--- config.mk ---
export PLATFORM = sky130hd
export DESIGN_NAME = ordered_key_list_engine_unit
export DESIGN_NICKNAME = d
export VERILOG_FILES = /design/src/okl_pkg.sv /design/src/ordered_key_list_engine_unit.sv /design/src/okl_ram.sv
export SDC_FILE = /design/constraint.sdc
export NUM_CORES = 2
export LEC_CHECK = 0
export BUFFER_PORTS_ARGS = -buffer_cell sky130_fd_sc_hd__buf_4
export CAP_MARGIN = 10
export CORE_AREA = 4 4 398 400
export CTS_CLUSTER_SIZE = 30
export DETAILED_ROUTE_END_ITERATION = 10
export DIE_AREA = 0 0 402 404
export MAX_ROUTING_LAYER = met4
export PLACE_DENSITY = 0.7
export SETUP_SLACK_MARGIN = 0.15
export SYNTH_ARGS = -nofsm -noshare
export SYNTH_HDL_FRONTEND = slang
export SYNTH_SLANG_ARGS = --single-unit
--- constraint.sdc ---
create_clock -name clk -period 12.1 [get_ports clk]
set_input_delay 0.605 -clock clk [delete_from_list [all_inputs] [get_ports clk]]
set_output_delay 0.605 -clock clk [all_outputs]
set_load 0.005 [all_outputs]
--- src/okl_pkg.sv ---
// ----------------------------------------------------------------------------
// okl_pkg - shared types and constants for the ordered key list engine
// Command codes, controller states and the fixed field widths of the
// request and result channels.
// ----------------------------------------------------------------------------
package okl_pkg;

  // Fixed field widths of the request and result channels
  localparam int unsigned CMD_W      = 3;
  localparam int unsigned IN_KEY_W   = 32;
  localparam int unsigned POSITION_W = 6;
  localparam int unsigned COUNT_W    = 7;

  // Request command codes; codes above clear do nothing
  typedef enum logic [CMD_W-1:0] {
    CMD_APPEND    = 3'd0,
    CMD_DEL_FIRST = 3'd1,
    CMD_DEL_ALL   = 3'd2,
    CMD_SEARCH    = 3'd3,
    CMD_CLEAR     = 3'd4
  } cmd_e_t;

  // Controller states
  typedef enum logic {
    ST_IDLE = 1'b0,
    ST_SCAN = 1'b1
  } state_t;

endpackage

--- src/ordered_key_list_engine_unit.sv ---
// ----------------------------------------------------------------------------
// ordered_key_list_engine_unit - bounded ordered list of keys
// Keeps up to DEPTH keys in arrival order in a single-port-write RAM, with
// live entries always packed into slots 0 .. size-1.
// ----------------------------------------------------------------------------
// Usage:
//   A request (in_command, in_key) is taken at a rising edge with start high
//   and busy low. Commands: append, delete first match, delete all matches,
//   search, clear. Each request yields exactly one result, shown for one
//   cycle with out_valid high; the receiver cannot hold it off.
// Results and throughput:
//   Append, clear, unused codes and any request on an empty list: result in
//   the cycle after acceptance, and busy stays low, so one request a cycle.
//   Delete first, delete all and search walk every live entry through the
//   RAM read port, one entry a cycle; the deletes compact survivors through
//   the write port behind the read pointer. Busy is high during the walk
//   and the result shows in the same cycle as busy falls, so no new request
//   is taken until the walk ends.
// Reset:
//   rst_n low empties the list; no clearing pass over the RAM is needed, as
//   slots at or above the size are never read.
// ----------------------------------------------------------------------------
module ordered_key_list_engine_unit #(
  parameter int unsigned DEPTH     = 64,
  parameter int unsigned KEY_WIDTH = 32
) (
  input  logic                             clk,
  input  logic                             rst_n,
  input  logic                             start,
  output logic                             busy,
  input  logic [okl_pkg::CMD_W-1:0]        in_command,
  input  logic [okl_pkg::IN_KEY_W-1:0]     in_key,
  output logic                             out_valid,
  output logic                             out_found,
  output logic [okl_pkg::POSITION_W-1:0]   out_position,
  output logic [okl_pkg::COUNT_W-1:0]      out_removed,
  output logic [okl_pkg::COUNT_W-1:0]      out_size,
  output logic                             out_overflow
);

  localparam int unsigned AW = $clog2(DEPTH);
  localparam int unsigned CW = $clog2(DEPTH + 1);
  localparam logic [CW-1:0] DEPTH_C = CW'(DEPTH);
  localparam logic [CW-1:0] ONE_C   = CW'(1);

  // Controller state
  okl_pkg::state_t state_r, state_nxt;
  okl_pkg::cmd_e_t cmd_r, cmd_nxt;
  logic [KEY_WIDTH-1:0] key_r, key_nxt;
  logic [CW-1:0]        occ_r, occ_nxt;
  logic [CW-1:0]        rd_ptr_r, rd_ptr_nxt;
  logic [AW-1:0]        cmp_idx_r, cmp_idx_nxt;
  logic                 dv_r, dv_nxt;
  logic [AW-1:0]        wr_ptr_r, wr_ptr_nxt;
  logic [CW-1:0]        rem_r, rem_nxt;
  logic                 found_r, found_nxt;
  logic [AW-1:0]        pos_r, pos_nxt;

  // Result register
  logic                            out_valid_r, out_valid_nxt;
  logic                            out_found_r, out_found_nxt;
  logic [okl_pkg::POSITION_W-1:0]  out_position_r, out_position_nxt;
  logic [okl_pkg::COUNT_W-1:0]     out_removed_r, out_removed_nxt;
  logic [okl_pkg::COUNT_W-1:0]     out_size_r, out_size_nxt;
  logic                            out_overflow_r, out_overflow_nxt;

  // RAM ports
  logic                 ram_we;
  logic [AW-1:0]        ram_waddr;
  logic [KEY_WIDTH-1:0] ram_wdata;
  logic [KEY_WIDTH-1:0] ram_rdata;

  // Request decode and scan datapath
  logic [63:0]          key_ext;
  logic [KEY_WIDTH-1:0] key_in;
  okl_pkg::cmd_e_t      cmd_in;
  logic                 accept;
  logic                 match;
  logic                 first;
  logic                 drop;
  logic                 last;
  logic [CW-1:0]        rem_fin;
  logic [AW-1:0]        pos_fin;
  logic                 found_fin;
  logic [CW-1:0]        occ_left;

  assign key_ext = {32'b0, in_key};
  assign key_in  = key_ext[KEY_WIDTH-1:0];
  assign cmd_in  = okl_pkg::cmd_e_t'(in_command);
  assign busy    = (state_r == okl_pkg::ST_SCAN);
  assign accept  = start && !busy;

  okl_ram #(
    .DEPTH     (DEPTH),
    .KEY_WIDTH (KEY_WIDTH)
  ) u_ram (
    .clk     (clk),
    .wr_en   (ram_we),
    .wr_addr (ram_waddr),
    .wr_data (ram_wdata),
    .rd_addr (rd_ptr_r[AW-1:0]),
    .rd_data (ram_rdata)
  );

  // Compare the entry coming out of the RAM against the held key
  assign match     = dv_r && (ram_rdata == key_r);
  assign first     = match && !found_r;
  assign drop      = match && ((cmd_r == okl_pkg::CMD_DEL_ALL) ||
                               ((cmd_r == okl_pkg::CMD_DEL_FIRST) && !found_r));
  assign last      = dv_r && (CW'(cmp_idx_r) == (occ_r - ONE_C));
  assign rem_fin   = rem_r + CW'(drop);
  assign found_fin = found_r || first;
  assign pos_fin   = first ? cmp_idx_r : pos_r;
  assign occ_left  = occ_r - rem_fin;

  // Next state
  always_comb begin
    state_nxt = state_r;
    unique case (state_r)
      okl_pkg::ST_IDLE: begin
        if (accept && (occ_r != '0) &&
            ((cmd_in == okl_pkg::CMD_DEL_FIRST) || (cmd_in == okl_pkg::CMD_DEL_ALL) ||
             (cmd_in == okl_pkg::CMD_SEARCH))) begin
          state_nxt = okl_pkg::ST_SCAN;
        end
      end
      okl_pkg::ST_SCAN: begin
        if (last) begin
          state_nxt = okl_pkg::ST_IDLE;
        end
      end
      default: state_nxt = okl_pkg::ST_IDLE;
    endcase
  end

  // Datapath, RAM accesses and result
  always_comb begin
    cmd_nxt          = cmd_r;
    key_nxt          = key_r;
    occ_nxt          = occ_r;
    rd_ptr_nxt       = rd_ptr_r;
    cmp_idx_nxt      = cmp_idx_r;
    dv_nxt           = 1'b0;
    wr_ptr_nxt       = wr_ptr_r;
    rem_nxt          = rem_r;
    found_nxt        = found_r;
    pos_nxt          = pos_r;
    ram_we           = 1'b0;
    ram_waddr        = wr_ptr_r;
    ram_wdata        = ram_rdata;
    out_valid_nxt    = 1'b0;
    out_found_nxt    = 1'b0;
    out_position_nxt = '0;
    out_removed_nxt  = '0;
    out_size_nxt     = okl_pkg::COUNT_W'(occ_r);
    out_overflow_nxt = 1'b0;

    unique case (state_r)
      okl_pkg::ST_IDLE: begin
        if (accept) begin
          out_valid_nxt = 1'b1;
          // Arm the walk; it is only entered for a scan command on a
          // non-empty list, otherwise the result below stands
          cmd_nxt    = cmd_in;
          key_nxt    = key_in;
          rd_ptr_nxt = '0;
          wr_ptr_nxt = '0;
          rem_nxt    = '0;
          found_nxt  = 1'b0;
          pos_nxt    = '0;
          case (cmd_in) inside
            okl_pkg::CMD_APPEND: begin
              if (occ_r == DEPTH_C) begin
                out_overflow_nxt = 1'b1;
              end else begin
                ram_we       = 1'b1;
                ram_waddr    = occ_r[AW-1:0];
                ram_wdata    = key_in;
                occ_nxt      = occ_r + ONE_C;
                out_size_nxt = okl_pkg::COUNT_W'(occ_r + ONE_C);
              end
            end
            okl_pkg::CMD_DEL_FIRST, okl_pkg::CMD_DEL_ALL, okl_pkg::CMD_SEARCH: begin
              // Hold the result back until the walk ends
              if (occ_r != '0) begin
                out_valid_nxt = 1'b0;
              end
            end
            okl_pkg::CMD_CLEAR: begin
              occ_nxt         = '0;
              out_removed_nxt = okl_pkg::COUNT_W'(occ_r);
              out_size_nxt    = '0;
            end
            default: begin
            end
          endcase
        end
      end
      okl_pkg::ST_SCAN: begin
        // Issue the next read while entries remain
        if (rd_ptr_r < occ_r) begin
          rd_ptr_nxt  = rd_ptr_r + ONE_C;
          cmp_idx_nxt = rd_ptr_r[AW-1:0];
          dv_nxt      = 1'b1;
        end
        // Write survivors back behind the read pointer
        if (dv_r && !drop && (cmd_r != okl_pkg::CMD_SEARCH)) begin
          ram_we     = 1'b1;
          ram_waddr  = wr_ptr_r;
          ram_wdata  = ram_rdata;
          wr_ptr_nxt = wr_ptr_r + AW'(1);
        end
        rem_nxt   = rem_fin;
        found_nxt = found_fin;
        pos_nxt   = pos_fin;
        if (last) begin
          dv_nxt          = 1'b0;
          occ_nxt         = occ_left;
          out_valid_nxt   = 1'b1;
          out_removed_nxt = okl_pkg::COUNT_W'(rem_fin);
          out_size_nxt    = okl_pkg::COUNT_W'(occ_left);
          if ((cmd_r != okl_pkg::CMD_DEL_ALL) && found_fin) begin
            out_found_nxt    = 1'b1;
            out_position_nxt = okl_pkg::POSITION_W'(pos_fin);
          end
        end
      end
      default: begin
      end
    endcase
  end

  // Control registers
  always_ff @(posedge clk) begin
    if (!rst_n) begin
      state_r     <= okl_pkg::ST_IDLE;
      occ_r       <= '0;
      dv_r        <= 1'b0;
      out_valid_r <= 1'b0;
    end else begin
      state_r     <= state_nxt;
      occ_r       <= occ_nxt;
      dv_r        <= dv_nxt;
      out_valid_r <= out_valid_nxt;
    end
  end

  // Payload registers
  always_ff @(posedge clk) begin
    cmd_r          <= cmd_nxt;
    key_r          <= key_nxt;
    rd_ptr_r       <= rd_ptr_nxt;
    cmp_idx_r      <= cmp_idx_nxt;
    wr_ptr_r       <= wr_ptr_nxt;
    rem_r          <= rem_nxt;
    found_r        <= found_nxt;
    pos_r          <= pos_nxt;
    out_found_r    <= out_found_nxt;
    out_position_r <= out_position_nxt;
    out_removed_r  <= out_removed_nxt;
    out_size_r     <= out_size_nxt;
    out_overflow_r <= out_overflow_nxt;
  end

  assign out_valid    = out_valid_r;
  assign out_found    = out_found_r;
  assign out_position = out_position_r;
  assign out_removed  = out_removed_r;
  assign out_size     = out_size_r;
  assign out_overflow = out_overflow_r;

  // Occupancy never exceeds the store
  a_occ_bound: assert property (@(posedge clk) disable iff (!rst_n)
    occ_r <= DEPTH_C)
    else $error("occupancy above DEPTH");

  // A walk only runs over a non-empty list
  a_scan_nonempty: assert property (@(posedge clk) disable iff (!rst_n)
    (state_r == okl_pkg::ST_SCAN) |-> (occ_r != '0))
    else $error("walk on an empty list");

  // Compaction writes never overtake the entry being compared
  a_wr_behind: assert property (@(posedge clk) disable iff (!rst_n)
    ((state_r == okl_pkg::ST_SCAN) && dv_r) |-> (wr_ptr_r <= cmp_idx_r))
    else $error("write pointer ahead of compare index");

  // A found match removes at most one entry
  a_found_single: assert property (@(posedge clk) disable iff (!rst_n)
    (out_valid_r && out_found_r) |-> (out_removed_r <= okl_pkg::COUNT_W'(1)))
    else $error("found result with more than one removal");

endmodule

--- src/okl_ram.sv ---
// ----------------------------------------------------------------------------
// okl_ram - entry store of the ordered key list engine
// One write port and one read port, synchronous, read data registered.
// Contents are undefined until written.
// ----------------------------------------------------------------------------
module okl_ram #(
  parameter int unsigned DEPTH     = 64,
  parameter int unsigned KEY_WIDTH = 32
) (
  input  logic                     clk,
  input  logic                     wr_en,
  input  logic [$clog2(DEPTH)-1:0] wr_addr,
  input  logic [KEY_WIDTH-1:0]     wr_data,
  input  logic [$clog2(DEPTH)-1:0] rd_addr,
  output logic [KEY_WIDTH-1:0]     rd_data
);

  logic [KEY_WIDTH-1:0] mem [DEPTH];
  logic [KEY_WIDTH-1:0] rd_data_r;

  // Write port
  always_ff @(posedge clk) begin
    if (wr_en) begin
      mem[wr_addr] <= wr_data;
    end
  end

  // Registered read port
  always_ff @(posedge clk) begin
    rd_data_r <= mem[rd_addr];
  end

  assign rd_data = rd_data_r;

endmodule
After elaboration in Yosys (flattened, before gate mapping)
Memory sizes are Yosys's and may differ from the RTL's. A register that Yosys moved wholly into a read port is not among the register bits.
Cells that the tools add are included.

operators by class
  bitwise logic cells = 4
  add/sub/neg operators = 6
  $lt $le $gt $ge = 1
  mux-type cells = 51
  reduce and logical (&&, ||, !) cells = 29
  eq/ne operators = 14

operators by type and width
  cell                 number
  $mux 32              3
  $mux 7               13
  $pmux 32 s2          1
  $pmux 7 s2           4
  $mux 6               6
  $pmux 6 s2           3
  $eq 32x32->1         1
  $mux 1               17
  $add 7x1->7 const B  2
  $logic_and 1x1->1    11
  $reduce_and 2->1     5
  $eq 3x2->1 const B   3
  $reduce_or 3->1      3
  $pmux 1 s2           4
  $add 7x1->7          1
  $eq 6x7->1           1
  $eq 7x7->1 const B   1
  $lt 7x7->1           1
  $reduce_bool 7->1    1
  $sub 7x1->7 const B  1
  $sub 7x7->7          1
  $add 6x1->6 const B  1
  $eq 3x1->1 const B   2
  $ne 3x2->1 const B   2
  8 further kinds      17

storage, ports and cells
  memories = 1
  memory bits (writable) = 2048
  logic and storage cells = 123
  register bits = 100

memory list
  name       words  bits a word  read ports  clocked after Yosys merged registers in  write ports  RTL line       RTL
  u_ram.mem  64     32           1           1                                        1            okl_ram.sv:18  logic [KEY_WIDTH-1:0] mem [DEPTH];

Logic depth before layout (Yosys ltp)
  word-level depth = 11
  depth in mapped cells = 16
  mapped depth without buffers = 16

By module
Synthesis repeated with hierarchy kept, for this count alone.

unflattened totals
  cell total of the unflattened synthesis = 3856
  area, all modules = 83782.9 µm²

by module, submodules not included
  module                        cells each  times used  area each (µm²)
  okl_ram                       3324        1           78515.3
  ordered_key_list_engine_unit  532         1           5267.6

Least setup slack after synthesis
No wires, ideal clock.

  path kind = input -> register
  start point = input port in_command[1] (netlist bit)
  end point = memory u_ram.mem[18][0] (enable)
  arrival time = 3.856 ns
  data required time = 11.679 ns
  setup slack = 7.823 ns
  buffers on the path = 2
  library setup time = 0.421 ns
  cell stages on the path = 8
  cells stage by stage = or4b_1 buf_2 a311o_1 buf_6 mux2i_4 or2_4 or2b_4 nor2_1

on the way
  word-level cells in the longest chain between the ends = 6

ends and longest elaborated chain
  element                        RTL line                             RTL
  from (decl)                    ordered_key_list_engine_unit.sv:31   input logic [okl_pkg::CMD_W-1:0] in_command,
  $logic_not 3->1 (no line) (*)  n/a
  $mux 1                         ordered_key_list_engine_unit.sv:171  case (cmd_in) inside
  $mux 1                         ordered_key_list_engine_unit.sv:160  if (accept) begin
  $pmux 1 s2                     ordered_key_list_engine_unit.sv:158  unique case (state_r)
  $mux 1                         okl_ram.sv:23                        if (wr_en) begin
  $mux 1 (not written as such)   okl_ram.sv:24                        mem[wr_addr] <= wr_data;
  to (decl)                      okl_ram.sv:18

Mark *: on every way between the ends. The rest lies on a longest branch, timed or not.

==> flow_summary.ini <==
[clock_tree]
htreeDepth = 4
cts_sinks = 2180
cts_buffers = 210
post-cts-setup-buffers = 0
clk_latency_ps = 820
ctsHoldBuffers = 23
cts.repair.resized = 0
tritoncts = built
cts.reportedPaths.clkPinSlew_ps = 60
root_buffer = clkbuf_16
cts_buffer_depth = 3

[drt]
drcViolationCount = 0
via_per_inst = 6.499
ant_nets = 0
wl_per_cell_um = 33.17
routed_wl_mm = 208.3
via_count = 40810
first_pass_iters = 6
drt-initial-drc-count = 5163

[critical_path]
r2r_start = rd_ptr_r[1]
r2r_cells = 10
r2r_setup_slack_ps = 6920
crit_arrival_ps = 5880
cp-start-kind = flip-flop
worst_r2r_endpoint = u_ram.rd_data[9]
cp_data_required_time_ps = 12800
critPathMaxFanout = 121
end_kind = flip-flop
setup.worst_path.class = flip-flop to flip-flop

[cells_and_area]
postLayoutCoreUtil_pct = 61.44
layout-drive-gt1-share_pct = 28.68
area_growth_syn_to_layout_pct = 12.88
fin_nets = 4093

[timing]
clock_skew_ps = 37.89
max_freq_mhz = 193.2
relSlewSlack_pct = 17.17
period_minus_slack_ps = 5177
drv_slew = 0
tightest_slew_ps = 1238
fin_crit_sh_pct = 42.79
rsz0062_at_grt = no
setup_viol = 0
timing.setup.tns_ps = 0
hold_ws_ps = 57.65
hold_violations = 0

[yosys]
synth-main-ff-cell = edfxtp_1
synth_edf_count = 2116
yosysTopAreaCellShare_pct = 75.17
ys_types = 68
synth_warnings = 0
synth_area_um2 = 84530
synth_seq_cells = 2180
syn-num-nets = 3881
synth_top_area_cell = edfxtp_1
avgSynthCellArea_um2 = 22.11
synth_area_leaders = edfxtp_1 (75%), mux4_2 (16%), dfxtp_1 (1.5%), mux2i_1 (0.91%), nand2_1 (0.70%)
async_flop_share_pct = 0
ys_seq_area_share_pct = 76.68
synthCells = 3824

[die]
fp.dieArea_um2 = 162400
pin_count = 62
die_w_um = 402
fp.dieH_um = 404
rows = 145
core_area_um2 = 155300
initial_core_util_pct = 54.43

[hold_path]
min_to = key_r[4]
hold_class = input pin to flip-flop
hold_start = in_key[4]
worstHoldPathCells = 1

[power]
power.switching_w = 0.003520
power_density_nw_per_um2 = 169.5
power_frac_clock_pct = 40.3
power_frac_seq_pct = 53.2
vdd_ir_drop_max_mv = 0.1547
internal_power_w = 0.01265
swShare_pct = 21.77
combPwrFrac_pct = 6.5
p_leak_nw = 29.59
total_power_w = 0.01617

[global_routing]
first_global_vias = 40440
globalRouteOverflowTotal = 0
grt_pass1_wl_mm = 298.5
grt_max_degree = 126
grt_usage_pct = 26.66
grt_antenna_before_repair = 1

[placed_design]
gp_congestion = 0.9021
portBuffers = 61
place_hpwl_mm = 110.9

[run]
cap_violations = 0

[outcome]
run_status = complete, no violations
-- through the flow --
stage	worst slack [ps]	instance area, um2	cells
floorplan	7823	84530	3824
global placement	7023	88030	5848
detailed placement	7008	88030	5848
CTS	6931	95140	6266
global route	6925	95420	6279
finish	6923	95420	6279
-- cells in the final DEF, fill, tap and decap left out, types with 27 or more instances in the layout --
cell       Yosys  final
edfxtp_1    2116   2116
mux4_2       589    589
nor2_4         0     62
o21ai_0       27     27
mux2i_1       77     77
nand2_1      158    134
clkbuf_16      0    212
clkinv_1       0     42
a21oi_1       77     77
a211oi_1      72     72
buf_4         23    160
nor2_1       108     46
xor2_1        40     40
clkinv_2       0     45
clkbuf_1      83     46
dfxtp_1       64     64
nor2b_1       46     46
nand3_1       28     28
-- power groups by stage --
stage / Clock, W / Combinational (W) / Sequential, W
global route: 0.00694 / 0.00112 / 0.00860
global placement: 0 / 0.000988 / 0.00876
detailed placement: 0 / 0.00101 / 0.00877
finish: 0.00651 / 0.00106 / 0.00860
CTS: 0.00660 / 0.00102 / 0.00861
floorplan: 0 / 0.000623 / 0.00876
-- worst max-delay path by stage --
stage             startpoint               end  slack, ps  depth (start not counted)
5_1_grt          rd_ptr_r[1]  u_ram.rd_data[9]       6920                         10
4_1_cts          rd_ptr_r[1]  u_ram.rd_data[9]       6930                         10
3_5_place_dp     rd_ptr_r[1]  u_ram.rd_data[9]       7010                         10
2_1_floorplan  in_command[1]  u_ram.mem[18][0]       7820                          8
6_report         rd_ptr_r[1]  u_ram.rd_data[9]       6920                         10
3_3_place_gp     rd_ptr_r[1]  u_ram.rd_data[9]       7020                         10
-- per-layer routing --
layer | routed length (um) | vias to the layer above | global-route usage (%)
met2 | 100500 | 2299 | 40.52
met3 | 21470 | 352 | 6.675
met1 | 79540 | 21680 | 36.21
met4 | 6786 | 0 | 8.440
met5 | 0 | - | -
li1 | - | 16480 | -
-- logic make-up (layout without fill, tap and decap cells) --
family / after synthesis / in the layout / share of synthesized area [%]
buf+inv: 220 / 615 / 1.263
flops: 2180 / 2180 / 76.68
other cells: 0 / 2 / 0
mux: 682 / 682 / 16.83
fa+ha+maj: 20 / 20 / 0.3020
simple gates: 424 / 424 / 2.384
compound gates: 241 / 241 / 1.948
xor+xnor: 57 / 57 / 0.5906
-- registers in the layout, summed over array words and instances (netlist names), 3 cells and up --
signal / count
rd_ptr_r: 7
u_ram.rd_data: 32
rem_r: 7
cmp_idx_r: 6
out_removed: 7
occ_r: 7
out_position: 6
wr_ptr_r: 6
cmd_r: 3
pos_r: 6
u_ram.mem: 2048
key_r: 32
out_size: 7
-- worst max-delay path, cell delays in order (launching register included) --
cell	delay, ps
edfxtp_1	440
buf_12	500
buf_4	820
buf_4	680
mux4_2	340
mux2i_1	90
o22ai_1	790
nor2_1	90
a211oi_1	760
a21oi_1	60
o21ai_0	160
-- cell usage after synthesis (all sizes together), types with 4 or more instances --
cell type  number
nand2b          7
o31ai           7
dfxtp          64
nor2b          46
buf           120
a21oi          77
nor2          108
a31oi           6
xnor2          17
nor3           10
o21ai          32
nand2         161
o22ai           9
ha             18
edfxtp       2116
nor4           16
xor2           40
mux2           15
and2           10
or2             7
a221oi          4
inv            17
nand3          33
a211oi         72
nand3b          8
clkbuf         83
and3            6
nand4           5
mux4          589
mux2i          78
o211ai          4
a21o            7
-- final cells by class --
| type | instances | area, um2 |
|---|---|---|
| inverters | 17 | 65.06 |
| clock buffers | 267 | 5602 |
| multi-input cells | 1424 | 19180 |
| repair buffers | 203 | 1884 |
| diodes | 2 | 5.005 |
| flip-flops and latches | 2180 | 64820 |
| well taps | 2058 | 2575 |
| clock inverters | 128 | 1285 |
| fillers | 10530 | 59880 |
Power figures use the tool's default switching activity.
